`config.mk`:
```
export PLATFORM = sky130hd
export DESIGN_NAME = rcfe_cfg
export DESIGN_NICKNAME = d
export VERILOG_FILES = /design/src/rtl/rcfe_pkg.sv /design/src/rtl/rcfe_cfg.sv
export SDC_FILE = /design/constraint.sdc
export NUM_CORES = 1
export LEC_CHECK = 0
export ABC_CLOCK_PERIOD_IN_PS = 900
export BUFFER_PORTS_ARGS = -buffer_cell sky130_fd_sc_hd__buf_2
export CORE_ASPECT_RATIO = 0.9
export CORE_MARGIN = 2
export CORE_UTILIZATION = 43
export DETAILED_ROUTE_END_ITERATION = 8
export GPL_TIMING_DRIVEN = 0
export PLACE_DENSITY = 0.76
export SKIP_CTS_REPAIR_TIMING = 1
export SLEW_MARGIN = 20
export SYNTH_ARGS = -nofsm -noshare
export SYNTH_HDL_FRONTEND = slang
export SYNTH_SLANG_ARGS = --single-unit
```
`constraint.sdc`:
```
create_clock -name clk -period 0.9 [get_ports clk]
set_input_delay 0.045 -clock clk [delete_from_list [all_inputs] [get_ports clk]]
set_output_delay 0.045 -clock clk [all_outputs]
set_load 0.02 [all_outputs]
```
`src/rtl/rcfe_pkg.sv`:
```
// Shared types, field widths and codes for the route cache with FIFO eviction.
package rcfe_pkg;

  localparam int ENTRIES_DEF = 64;

  localparam int CMD_W      = 2;
  localparam int KEY_W      = 64;
  localparam int SLOT_W     = 6;
  localparam int EXP_W      = 32;
  localparam int STATUS_W   = 2;
  localparam int MAXE_W     = 7;
  localparam int LIFE_W     = 16;
  localparam int CFG_IDX_W  = 2;
  localparam int CFG_DATA_W = 16;

  localparam logic [CMD_W-1:0] CMD_LOOKUP = 2'd0;
  localparam logic [CMD_W-1:0] CMD_INSERT = 2'd1;
  localparam logic [CMD_W-1:0] CMD_REMOVE = 2'd2;

  localparam logic [STATUS_W-1:0] STATUS_OK        = 2'd0;
  localparam logic [STATUS_W-1:0] STATUS_NOT_FOUND = 2'd1;
  localparam logic [STATUS_W-1:0] STATUS_EMPTY     = 2'd2;

  localparam logic [CFG_IDX_W-1:0] CFG_MAX_ENTRIES = 2'd0;
  localparam logic [CFG_IDX_W-1:0] CFG_LIFETIME    = 2'd1;

  localparam logic [MAXE_W-1:0] MAX_ENTRIES_RST = 7'd64;
  localparam logic [LIFE_W-1:0] LIFETIME_RST    = 16'd30;

  typedef struct packed {
    logic [CMD_W-1:0]  cmd;
    logic [KEY_W-1:0]  dest_addr;
    logic [SLOT_W-1:0] entry_slot;
    logic [EXP_W-1:0]  now;
  } req_t;

  typedef struct packed {
    logic [STATUS_W-1:0] status;
    logic [SLOT_W-1:0]   hit_slot;
    logic                expired;
    logic                evicted;
    logic [SLOT_W-1:0]   evicted_slot;
  } rsp_t;

  typedef struct packed {
    logic [MAXE_W-1:0] max_entries;
    logic [LIFE_W-1:0] lifetime_ticks;
  } cfg_t;

endpackage

```
`src/rtl/rcfe_cfg.sv`:
```
// Configuration register file holding the entry limit and the entry lifetime.
module rcfe_cfg (
  input  logic                             clk,
  input  logic                             rst_n,
  input  logic                             cfg_valid,
  output logic                             cfg_ready,
  input  logic [rcfe_pkg::CFG_IDX_W-1:0]   cfg_addr,
  input  logic [rcfe_pkg::CFG_DATA_W-1:0]  cfg_wdata,
  output rcfe_pkg::cfg_t                   cfg
);
  import rcfe_pkg::*;

  cfg_t cfg_r;

  always_ff @(posedge clk) begin
    if (!rst_n) begin
      cfg_r.max_entries    <= MAX_ENTRIES_RST;
      cfg_r.lifetime_ticks <= LIFETIME_RST;
    end else if (cfg_valid) begin
      unique case (cfg_addr)
        CFG_MAX_ENTRIES: begin
          if (cfg_wdata[MAXE_W-1:0] != '0) begin
            cfg_r.max_entries <= cfg_wdata[MAXE_W-1:0];
          end
        end
        CFG_LIFETIME: begin
          cfg_r.lifetime_ticks <= cfg_wdata[LIFE_W-1:0];
        end
        default: begin
        end
      endcase
    end
  end

  assign cfg_ready = 1'b1;
  assign cfg       = cfg_r;

endmodule

```
==> impl_metrics.prom <==
# TYPE chip_impl_metric gauge
chip_impl_info{name="status",value="finished clean"} 1
chip_impl_metric{name="vias_per_cell",unit=""} 4.91
chip_impl_metric{name="ctsLongestPathBuffers",unit=""} 2
chip_impl_metric{name="io_buffers",unit=""} 43
chip_impl_metric{name="syn-instance-count",unit=""} 103
chip_impl_metric{name="first_global_vias",unit=""} 799
chip_impl_metric{name="detailroute.via_count",unit=""} 919
chip_impl_metric{name="final.setup_skew",unit="ps"} 0
chip_impl_metric{name="yosys_reg_bits",unit=""} 23
chip_impl_info{name="cts_tree",value="yes"} 1
chip_impl_metric{name="power.density_cell_area",unit="mW/mm^2"} 1390
chip_impl_metric{name="setup_viol_count_final",unit=""} 0
chip_impl_info{name="hold_end",value="cfg[6]"} 1
chip_impl_metric{name="vdd.ir_drop.worst",unit="V"} 0.00116
chip_impl_info{name="slowest_stage",value="sky130_fd_sc_hd__dfxtp_1"} 1
chip_impl_metric{name="nNetsFinal",unit=""} 184
chip_impl_metric{name="cp.buffers_inverters",unit=""} 1
chip_impl_metric{name="maxClockFrequency",unit="MHz"} 1140
chip_impl_metric{name="hold_viol_final",unit=""} 0
chip_impl_metric{name="gp_routability_congestion",unit=""} 0.766
chip_impl_metric{name="placed_cells",unit=""} 171
chip_impl_info{name="timing.critical_path.max_delay_family",value="flip-flops"} 1
chip_impl_metric{name="finalSetupTns",unit="ps"} 0
chip_impl_metric{name="number_of_primary_i_o_pins",unit=""} 45
chip_impl_metric{name="gr-total-overflow",unit=""} 0
chip_impl_metric{name="placementRows",unit=""} 15
chip_impl_info{name="timing.hold.worst.class",value="input port to register"} 1
chip_impl_metric{name="crit_fanout",unit=""} 2
chip_impl_metric{name="number_of_antenna_violations_at_the_first_check_in_global_routing",unit=""} 0
chip_impl_metric{name="drv_slew",unit=""} 0
chip_impl_metric{name="ff2ff_path_depth",unit=""} 2
chip_impl_metric{name="final_antenna_net_count",unit=""} 0
chip_impl_metric{name="wire_length_of_the_first_global_routing_pass",unit="microns"} 3460
chip_impl_metric{name="die_area",unit="sq mm"} 0.00247
chip_impl_metric{name="period_share",unit="%"} 97.1
chip_impl_metric{name="coreArea",unit="sq mm"} 0.00195
chip_impl_info{name="layout_commonest_cell",value="sky130_fd_sc_hd__nand2_1"} 1
chip_impl_metric{name="syn_std_cell_area",unit="sq um"} 900
chip_impl_metric{name="num-fill-cells",unit=""} 159
chip_impl_info{name="critical_path.cell_chain",value="buf_4"} 1
chip_impl_metric{name="antenna_diode_count",unit=""} 0
chip_impl_metric{name="final_cells",unit=""} 187
chip_impl_info{name="crit_path_start_kind",value="register"} 1
chip_impl_metric{name="htree_num_levels",unit=""} 1
chip_impl_info{name="reg2reg_from",value="cfg[17]"} 1
chip_impl_metric{name="routedWlPerCell",unit="microns"} 12.9
chip_impl_info{name="worstHoldStart",value="cfg_wdata[6]"} 1
chip_impl_info{name="path_class",value="register to primary output"} 1
chip_impl_metric{name="netlist-cell-type-count",unit=""} 21
chip_impl_metric{name="leakage",unit="nW"} 0.608
chip_impl_metric{name="die_height",unit="microns"} 47.4
chip_impl_metric{name="hold_depth",unit=""} 3
chip_impl_metric{name="largest_register_ffs",unit=""} 23
chip_impl_info{name="worst_setup_path_startpoint",value="cfg[9]"} 1
chip_impl_metric{name="drt-initial-drc-count",unit=""} 21
chip_impl_info{name="cts-root-buf",value="sky130_fd_sc_hd__clkbuf_4"} 1
chip_impl_info{name="critical_path.reg2reg.endpoint",value="cfg[17]"} 1
chip_impl_metric{name="drt_wl_total",unit="microns"} 2410
chip_impl_metric{name="final_hold_slack",unit="ps"} 13.0
chip_impl_metric{name="critical_path_required",unit="ps"} 850
chip_impl_metric{name="avgSynthCellArea",unit="sq um"} 8.73
chip_impl_metric{name="ys_warn_count",unit=""} 0
chip_impl_metric{name="maxCapViolations",unit=""} 0
chip_impl_info{name="final_cell_mix",value="sky130_fd_sc_hd__nand2_1 (29), sky130_fd_sc_hd__buf_2 (23), sky130_fd_sc_hd__buf_4 (23), sky130_fd_sc_hd__a21oi_1 (18), sky130_fd_sc_hd__dfxtp_2 (14)"} 1
chip_impl_metric{name="synth-seq-area-share",unit="%"} 51.2
chip_impl_metric{name="cts.clk_slew.worst_paths",unit="ps"} 130
chip_impl_metric{name="worst_path_largest_cell_delay",unit="ps"} 370
chip_impl_metric{name="nets_in_the_synthesized_netlist",unit=""} 124
chip_impl_metric{name="grt.total_usage",unit="%"} 19.4
chip_impl_metric{name="final_layout_size_suffix_gt1_share",unit="%"} 43.8
chip_impl_metric{name="arrival",unit="ps"} 830
chip_impl_metric{name="total_power",unit="mW"} 1.92
chip_impl_metric{name="area_growth_syn_to_layout",unit="%"} 53.4
chip_impl_metric{name="layout_min_cycle_time",unit="ps"} 874
chip_impl_metric{name="initial_core_util",unit="%"} 46.1
chip_impl_metric{name="clkSinkCount",unit=""} 23
chip_impl_metric{name="worst_skew_pair.late_latency",unit="ps"} 310
chip_impl_metric{name="place.detailed.hpwl",unit="microns"} 1670
chip_impl_metric{name="drc_errors",unit=""} 0
chip_impl_metric{name="grt_start_max_net_pins",unit=""} 15
chip_impl_metric{name="tritoncts.num_buffers",unit=""} 3
chip_impl_metric{name="dr_pass1_iterations",unit=""} 4
chip_impl_metric{name="final_util",unit="%"} 70.7
chip_impl_info{name="nature_of_the_critical_path_endpoint",value="primary output"} 1
chip_impl_metric{name="die_x",unit="microns"} 52.2
chip_impl_metric{name="internal_reg_to_reg_setup_slack",unit="ps"} 140
[power by group]
part | switching, mW | total [mW] | internal (mW)
sequential | 0.0206 | 1.08 | 1.06
clock | 0.323 | 0.492 | 0.169
combinational | 0.181 | 0.344 | 0.163
[per-layer routing]
layer	GRT usage, %	wire [microns]	vias up
li1	-	-	465
met1	22.9	996	421
met2	35.4	1280	31
met3	2.87	122	2
met4	9.23	13	0
met5	0	0	-
[synthesized netlist by cell type]
| master | count | area [sq um] |
|---|---|---|
| sky130_fd_sc_hd__nor3_1 | 1 | 5.00 |
| sky130_fd_sc_hd__and3b_2 | 1 | 10.0 |
| sky130_fd_sc_hd__clkinv_1 | 1 | 3.75 |
| sky130_fd_sc_hd__o211ai_1 | 5 | 37.5 |
| sky130_fd_sc_hd__mux2i_1 | 1 | 10.0 |
| sky130_fd_sc_hd__a21oi_1 | 18 | 90.1 |
| sky130_fd_sc_hd__nor4_4 | 1 | 21.3 |
| sky130_fd_sc_hd__buf_2 | 3 | 15.0 |
| sky130_fd_sc_hd__inv_1 | 6 | 22.5 |
| sky130_fd_sc_hd__nand2_2 | 1 | 6.26 |
| sky130_fd_sc_hd__a311oi_1 | 5 | 43.8 |
| sky130_fd_sc_hd__nor3b_4 | 1 | 18.8 |
| sky130_fd_sc_hd__conb_1 | 1 | 3.75 |
| sky130_fd_sc_hd__clkbuf_1 | 1 | 3.75 |
| sky130_fd_sc_hd__nand3_1 | 1 | 5.00 |
| sky130_fd_sc_hd__nand2_1 | 29 | 109 |
| sky130_fd_sc_hd__buf_4 | 1 | 7.51 |
| sky130_fd_sc_hd__buf_6 | 1 | 11.3 |
| sky130_fd_sc_hd__dfxtp_1 | 23 | 460 |
| sky130_fd_sc_hd__a21boi_0 | 1 | 7.51 |
| sky130_fd_sc_hd__nand3b_1 | 1 | 7.51 |
[per-stage QoR]
step,area (sq um),worst slack (ps)
final,1380,25.9
after global routing,1380,-0.186
after CTS,1180,-22.1
after detailed placement,1150,-248
after global placement,1150,-117
after floorplan,900,114
[cell type report]
cell class	count	area [sq um]	area share [%]
buffer	6	37.5	2.72
clock buffer	3	22.5	1.63
clock inverter	1	7.51	0.544
inverter	7	26.3	1.90
multi-input combinational	67	380	27.6
sequential	23	478	34.6
tap	25	31.3	2.27
timing repair buffer	55	397	28.7
[how the worst max path moves through the flow]
stage / to / slack [ps] / cells after the start
after floorplan: cfg[19] / 110 / 4
after global placement: cfg[18] / -120 / 4
after detailed placement: cfg[17] / -250 / 4
after CTS: cfg[16] / -20 / 1
after global routing: cfg[22] / -0.2 / 1
final: cfg[9] / 30 / 1
[cell families after synthesis]
logic type	after synthesis	share of synthesized area (%)
compound gates	29	19.9
buf+inv	13	7.09
flops	23	51.2
mux	1	1.11
other cells	1	0.417
simple gates	36	20.3
(Power assumes the default switching activity.)
