[config.mk]
export PLATFORM = sky130hd
export DESIGN_NAME = rcfe_mem
export DESIGN_NICKNAME = d
export VERILOG_FILES = /design/src/rtl/rcfe_mem.sv
export SDC_FILE = /design/constraint.sdc
export NUM_CORES = 1
export LEC_CHECK = 0
export BUFFER_PORTS_ARGS = -buffer_cell sky130_fd_sc_hd__buf_4
export CAP_MARGIN = 20
export CORE_MARGIN = 4
export CORE_UTILIZATION = 40
export CTS_CLUSTER_DIAMETER = 60
export DETAILED_ROUTE_END_ITERATION = 8
export SETUP_SLACK_MARGIN = 0.05
export SYNTH_ARGS = -nofsm -noshare
export SYNTH_HDL_FRONTEND = slang
export SYNTH_SLANG_ARGS = --single-unit
[constraint.sdc]
create_clock -name clk -period 4 [get_ports clk]
set_input_delay 0.4 -clock clk [delete_from_list [all_inputs] [get_ports clk]]
set_output_delay 0.4 -clock clk [all_outputs]
set_load 0.02 [all_outputs]
[src/rtl/rcfe_mem.sv]
// Single-port-write, single-port-read entry memory with registered read data.
module rcfe_mem #(
  parameter int DEPTH = 64,
  parameter int WIDTH = 8
) (
  input  logic                     clk,
  input  logic                     rd_en,
  input  logic [$clog2(DEPTH)-1:0] rd_addr,
  output logic [WIDTH-1:0]         rd_data,
  input  logic                     wr_en,
  input  logic [$clog2(DEPTH)-1:0] wr_addr,
  input  logic [WIDTH-1:0]         wr_data
);

  logic [WIDTH-1:0] mem [DEPTH];
  logic [WIDTH-1:0] rd_data_r;

  always_ff @(posedge clk) begin
    if (wr_en) begin
      mem[wr_addr] <= wr_data;
    end
  end

  always_ff @(posedge clk) begin
    if (rd_en) begin
      rd_data_r <= mem[rd_addr];
    end
  end

  assign rd_data = rd_data_r;

endmodule

==> reports/metrics.csv, run 1 <==
metric,value,unit
status,"finished, final reports clean",
worst setup margin,1.60,ns
first-pass GRT wire length,66700,µm
setup violators final,0,
Final Cell Area,22700,µm²
most numerous cell in the Yosys netlist,edfxtp_1,
number of global-route vias before repair,9712,
list of most frequent post-synthesis cells,"edfxtp_1, mux4_2, nor2_1",
Synth Register Bits,520,
min Tclk post-route,2.40,ns
YS warnings,0,
CTS max path bufs,3,
pre-CTS WS,0.919,ns
GRT Overall Usage,16.9,%
critical path peak fanout,34,
DRT iter0 DRCs,1004,
Post-CTS Setup Bufs,0,
drt total wl,45200,µm
post_cts resized,0,
FF+latch area,15600,µm²
CTS Buf Count,52,
clock sinks,520,
antenna-violating nets left,0,
LEAKAGE,6.95,nW
layout cell share with drive strength beyond 1,24.6,%
PwrDens,491,nW/µm²
CP Class,in2reg,
TritonRoute pass-1 iters,5,
RSZ-0062 raised after global routing,false,
Die W,233,µm
Critical path origin,rd_addr[0],
Starting Density,40.4,%
worst rel slew slack,30.7,%
number of synthesized flops with an enable pin,520,
Detail Placement HPWL,27000,µm
syn avg cell area,21.5,µm²
fill count,4266,
min-delay src,rd_en,
Area Growth Syn to Fin,12.2,%
fin crit share,60.0,%
Worst EP required,4.31,ns
max-slew violations,0,
row cnt,82,
Die Y,233,µm
number of port buffers,30,
ranking of synthesized cells by area,"edfxtp_1, mux4_2, nor2_1",
Final Wtd Congestion,0.758,
Final Skew,0.0128,ns
Vias/cell,5.54,
hold_buf cts,0,
Pwr Total,0.0112,W
Reg-to-Reg Start,mem[21][4],
Placed Cells,1605,
die area,54300,µm²
initial antenna violation count,3,
TritonCTS clock tree,built,
Synth Flop Type,edfxtp_1,
Cells after Synth,940,
Hold Path Class,in2reg,
# IOs,31,
vias,9436,
"area leader, netlist",edfxtp_1,
Max IR drop VDD,0.000327,V
slew of the pin with the lowest slew margin,1.04,ns
Post-DP Area,21100,µm²
Clock transition at path regs,0.06,ns
Final #Nets,1010,
Finished Layout Cells,1702,
total congestion overflow,0,
Remaining DRCs,0,
Worst R2R Path Depth,5,
Post-Syn Area,20200,µm²
Mapped Nets,963,
CTS Root Cell,clkbuf_16,
Async SR Flop Fraction,0,%
top cell type's share of synthesized area,77.1,%
multi-input logic area,4320,µm²
Setup crit end kind,flip-flop,
Worst Setup Start Kind,primary input,
sequential area share after synthesis,77.1,%
WL/cell,26.6,µm
largest net degree at the start of global routing,65,
WP data arrival,2.71,ns
max frequency,417,MHz
clk_lat worst skew,0.59,ns
setup_tns,0,ns
H-tree depth,2,
max_cap viols,0,
Final Hold Fails,0,
Hold Crit Depth,1,
Core Footprint,50100,µm²
Netlist cell types,39,
## final timing paths
| check | end | slack, ns |
|---|---|---|
| setup / recovery | rd_data[0] | 1.60 |
| hold / removal | rd_data[3] | 0.15 |
| setup reg to reg | rd_data[4] | 1.74 |
| hold reg to reg | rd_data[7] | 0.97 |
## flip-flops by register name (all words and copies together) (netlist names)
register,cells
mem,512
rd_data,8
## worst max-delay path, stage by stage
cell	delay, ns
clkbuf_8	0.36
buf_12	0.33
buf_4	0.30
mux2i_1	0.28
a221oi_1	0.11
a221oi_1	0.67
o2bb2ai_1	0.16
## power breakdown
group          switching (W)  leakage, nW  internal (W)  total, W
clock                0.00199        0.763       0.00255   0.00455
sequential         0.0000182         4.69       0.00604   0.00606
combinational       0.000347         1.51      0.000211  0.000557
## routing by layer
metal  wire length, µm  vias up  track usage, %  part of all wire, %
li1                  -     4029               -                    -
met1             19300     5017            23.8                   43
met2             21600      303            26.4                   48
met3              2850       83            3.55                  6.3
met4              1490        4            6.26                  3.3
met5                22        -               0                0.049
## area by class of cell
class	instances	share of cell area, %
repair buffers	44	1.65
flip-flops and latches	520	68.7
multi-input cells	369	19.0
diodes	1	0.0110
well taps	672	3.70
clock inverters	33	0.947
clock buffers	63	6.00
## cells by family (layout without fill, tap and decap cells)
family                 Yosys count  count (layout)  synth area share, %
DFF                            520             520                 77.1
buffers and inverters           51             140                 1.56
muxes                          162             162                 15.9
and+or+nand+nor                153             153                 3.37
other                            0               1                    0
AOI/OAI and AO/OA               54              54                 2.06
## per-stage QoR
stage                     hold WS [ns]  util (%)
after floorplan                  0.499         -
after global placement           0.752      42.2
after detailed placement         0.740      42.2
after CTS                        0.112      45.4
after global routing             0.127      45.4
final                            0.151      45.4
## layout by cell type, fill, tap and decap left out, types with 3 or more instances in the layout
| cell type | n |
|---|---|
| a211oi_1 | 4 |
| a21oi_1 | 3 |
| a221oi_1 | 6 |
| a22oi_1 | 3 |
| buf_12 | 3 |
| buf_4 | 40 |
| clkbuf_1 | 10 |
| clkbuf_16 | 53 |
| clkinv_1 | 18 |
| clkinv_2 | 6 |
| clkinvlp_4 | 3 |
| edfxtp_1 | 520 |
| inv_6 | 4 |
| mux2_2 | 13 |
| mux2i_1 | 23 |
| mux4_2 | 126 |
| nand2_1 | 19 |
| nand2b_1 | 7 |
| nand3_1 | 13 |
| nand3b_1 | 3 |
| nor2_1 | 83 |
| nor2b_1 | 14 |
| nor3_1 | 7 |
| o2111ai_1 | 3 |
| o221ai_1 | 8 |
| o22ai_1 | 8 |
| o2bb2ai_1 | 3 |
(Power assumes the default switching activity.)
==> run 2, diff against run 1 <==
==> constraint.sdc (replaced) <==
create_clock -name clk -period 2.3 [get_ports clk]
set_input_delay 0.23 -clock clk [delete_from_list [all_inputs] [get_ports clk]]
set_output_delay 0.23 -clock clk [all_outputs]
set_load 0.02 [all_outputs]
==> reports/metrics.csv, run 2 (same netlist as run 1, synthesis figures left out) <==
metric,value,unit,change
clk_lat worst skew,0.58,ns,about the same
sequential share of power,53.7,%,-0.6 points
Remaining DRCs,0,,unchanged
ANT cells,0,,-1
antenna-violating nets left,0,,unchanged
Final Hold Fails,0,,unchanged
Critical path origin,mem[45][2],,
Final Skew,0.0231,ns,+0.0104 ns
final design utilization,47.5,%,+2.1 points
"setup slack, reg-to-reg",0.17,ns,-1.57 ns
PwrDens,826,nW/µm²,+68%
Starting Density,40.4,%,unchanged
Die Y,233,µm,unchanged
number of global-route vias before repair,10200,,+5.3%
CP Class,reg2reg,,
drt total wl,45200,µm,-0.14%
max_cap viols,0,,unchanged
DRT iter0 DRCs,795,,-21%
H-tree depth,2,,unchanged
vias,9915,,+5.1%
slew of the pin with the lowest slew margin,0.748,ns,-0.287 ns
Detail Placement HPWL,28700,µm,+6.4%
Reg with most FFs,mem,,
TritonCTS clock tree,built,,
number of flip-flops in the largest register,512,,unchanged
TritonRoute pass-1 iters,5,,unchanged
clock sinks,520,,unchanged
Placed Cells,1732,,+7.9%
Internal,0.0156,W,+77%
row cnt,82,,unchanged
max-slew violations,0,,unchanged
"commonest non-fill, non-tap cell in the layout",edfxtp_1,,
RSZ-0062 raised after global routing,false,,
worst setup margin,0.174,ns,-1.43 ns
Clock Power Share,40.9,%,+0.2 points
Core Footprint,50100,µm²,unchanged
die area,54300,µm²,unchanged
Area Growth Syn to Fin,17.4,%,
Finished Layout Cells,1824,,+7.2%
worst rel slew slack,50.1,%,+19 points
Max IR drop VDD,0.000561,V,+71%
Worst EP required,2.64,ns,-1.67 ns
Final #Nets,1138,,+13%
Hold Path Class,in2reg,,
Setup crit end kind,flip-flop,,
CTS Buf Count,52,,unchanged
total congestion overflow,0,,unchanged
Die W,233,µm,unchanged
max frequency,470,MHz,
status,"finished, final reports clean",,
min-delay src,rd_addr[5],,
number of port buffers,30,,unchanged
# IOs,31,,unchanged
WL/cell,24.8,µm,-6.8%
hold slack,0.117,ns,-0.0339 ns
Worst Setup Start Kind,flip-flop,,
min Tclk post-route,2.13,ns,
first-pass GRT wire length,67900,µm,+1.9%
CTS Root Cell,clkbuf_16,,
NetSw,0.00405,W,+72%
Final Wtd Congestion,0.796,,+4.9%
Vias/cell,5.44,,-2.0%
CTS max path bufs,3,,unchanged
Combinational Power Share,5.4,%,+0.4 points
sw frac,20.6,%,-0.48 points
Reg-to-Reg Start,mem[45][2],,
Clock transition at path regs,0.06,ns,about the same
initial antenna violation count,0,,-3
LEAKAGE,7.67,nW,+10%
largest net degree at the start of global routing,65,,unchanged
layout cell share with drive strength beyond 1,33.4,%,+8.8 points
critical path peak fanout,1,,-97%
setup violators final,0,,unchanged
fin crit share,92.4,%,
pre-CTS WS,-0.175,ns,-1.09 ns
GRT Overall Usage,17.0,%,+0.059 points
WP data arrival,2.46,ns,-0.25 ns
most frequent cells in the layout,"edfxtp_1, buf_4, mux4_2, nor2_1, clkbuf_16",,
==> run 2: changes by cell type in the layout (fill, tap and decap cells not counted) <==
cell | previous run | this run
buf_12 | 3 | 8
clkinvlp_4 | 3 | 1
clkinv_2 | 6 | 13
buf_4 | 40 | 162
dlygate4sd3_1 | 0 | 1
clkinv_1 | 18 | 11
clkinv_4 | 0 | 1
bufinv_16 | 2 | 4
clkbuf_1 | 10 | 7
inv_6 | 4 | 1
diode_2 | 1 | 0
==> run 2: area by class of cell <==
type	count	area, µm²
repair buffers	172	1400
multi-input cells	369	4320
well taps	672	841
flip-flops and latches	520	15600
clock inverters	31	251
clock buffers	60	1350
fillers	4181	26300
==> run 2: worst paths after layout <==
check | to | cells past startpoint
worst max-delay path | rd_data[2] | 5
worst min-delay path | rd_data[5] | 2
worst max register to register | rd_data[2] | 5
worst min register to register | rd_data[7] | 4
==> run 2: layer usage <==
| layer | global-route usage, % | wire, µm | vias to the layer above |
|---|---|---|---|
| met5 | 0 | 0 | - |
| met4 | 5.12 | 1160 | 0 |
| met3 | 2.94 | 2680 | 76 |
| met2 | 27.6 | 22000 | 293 |
| met1 | 23.8 | 19400 | 5257 |
| li1 | - | - | 4289 |
==> run 2: repair_timing <==
item | in CTS | in global routing
buffers inserted | 0 | 0
endpoints found under the hold margin | 8 | 0
gates resized for setup | 0 | 0
hold buffers | 1 | 0
==> run 2: power groups by stage <==
stage	Combinational [W]	Sequential [W]	Clock, W
finish	0.00107	0.0105	0.00803
detailed placement	0.00108	0.0107	0
global route	0.00114	0.0105	0.00860
CTS	0.00109	0.0105	0.00821
global placement	0.00107	0.0107	0
floorplan	0.000559	0.0107	0
==> run 2: metrics by stage <==
stage                     total power (W)  TNS [ns]  instance area, µm²
after global placement             0.0118    -0.555               22200
final                              0.0196         0               23800
after CTS                          0.0198         0               23800
after global routing               0.0203         0               23800
after detailed placement           0.0118    -0.565               22200
after floorplan                    0.0113         0               20200
==> run 2: critical path, cell delays in order, from the launching register on <==
cell and delay [ns]:
edfxtp_1 0.37, mux4_2 0.48, mux2_2 0.32, a221oi_1 0.46, buf_4 0.20, o2bb2ai_1 0.06
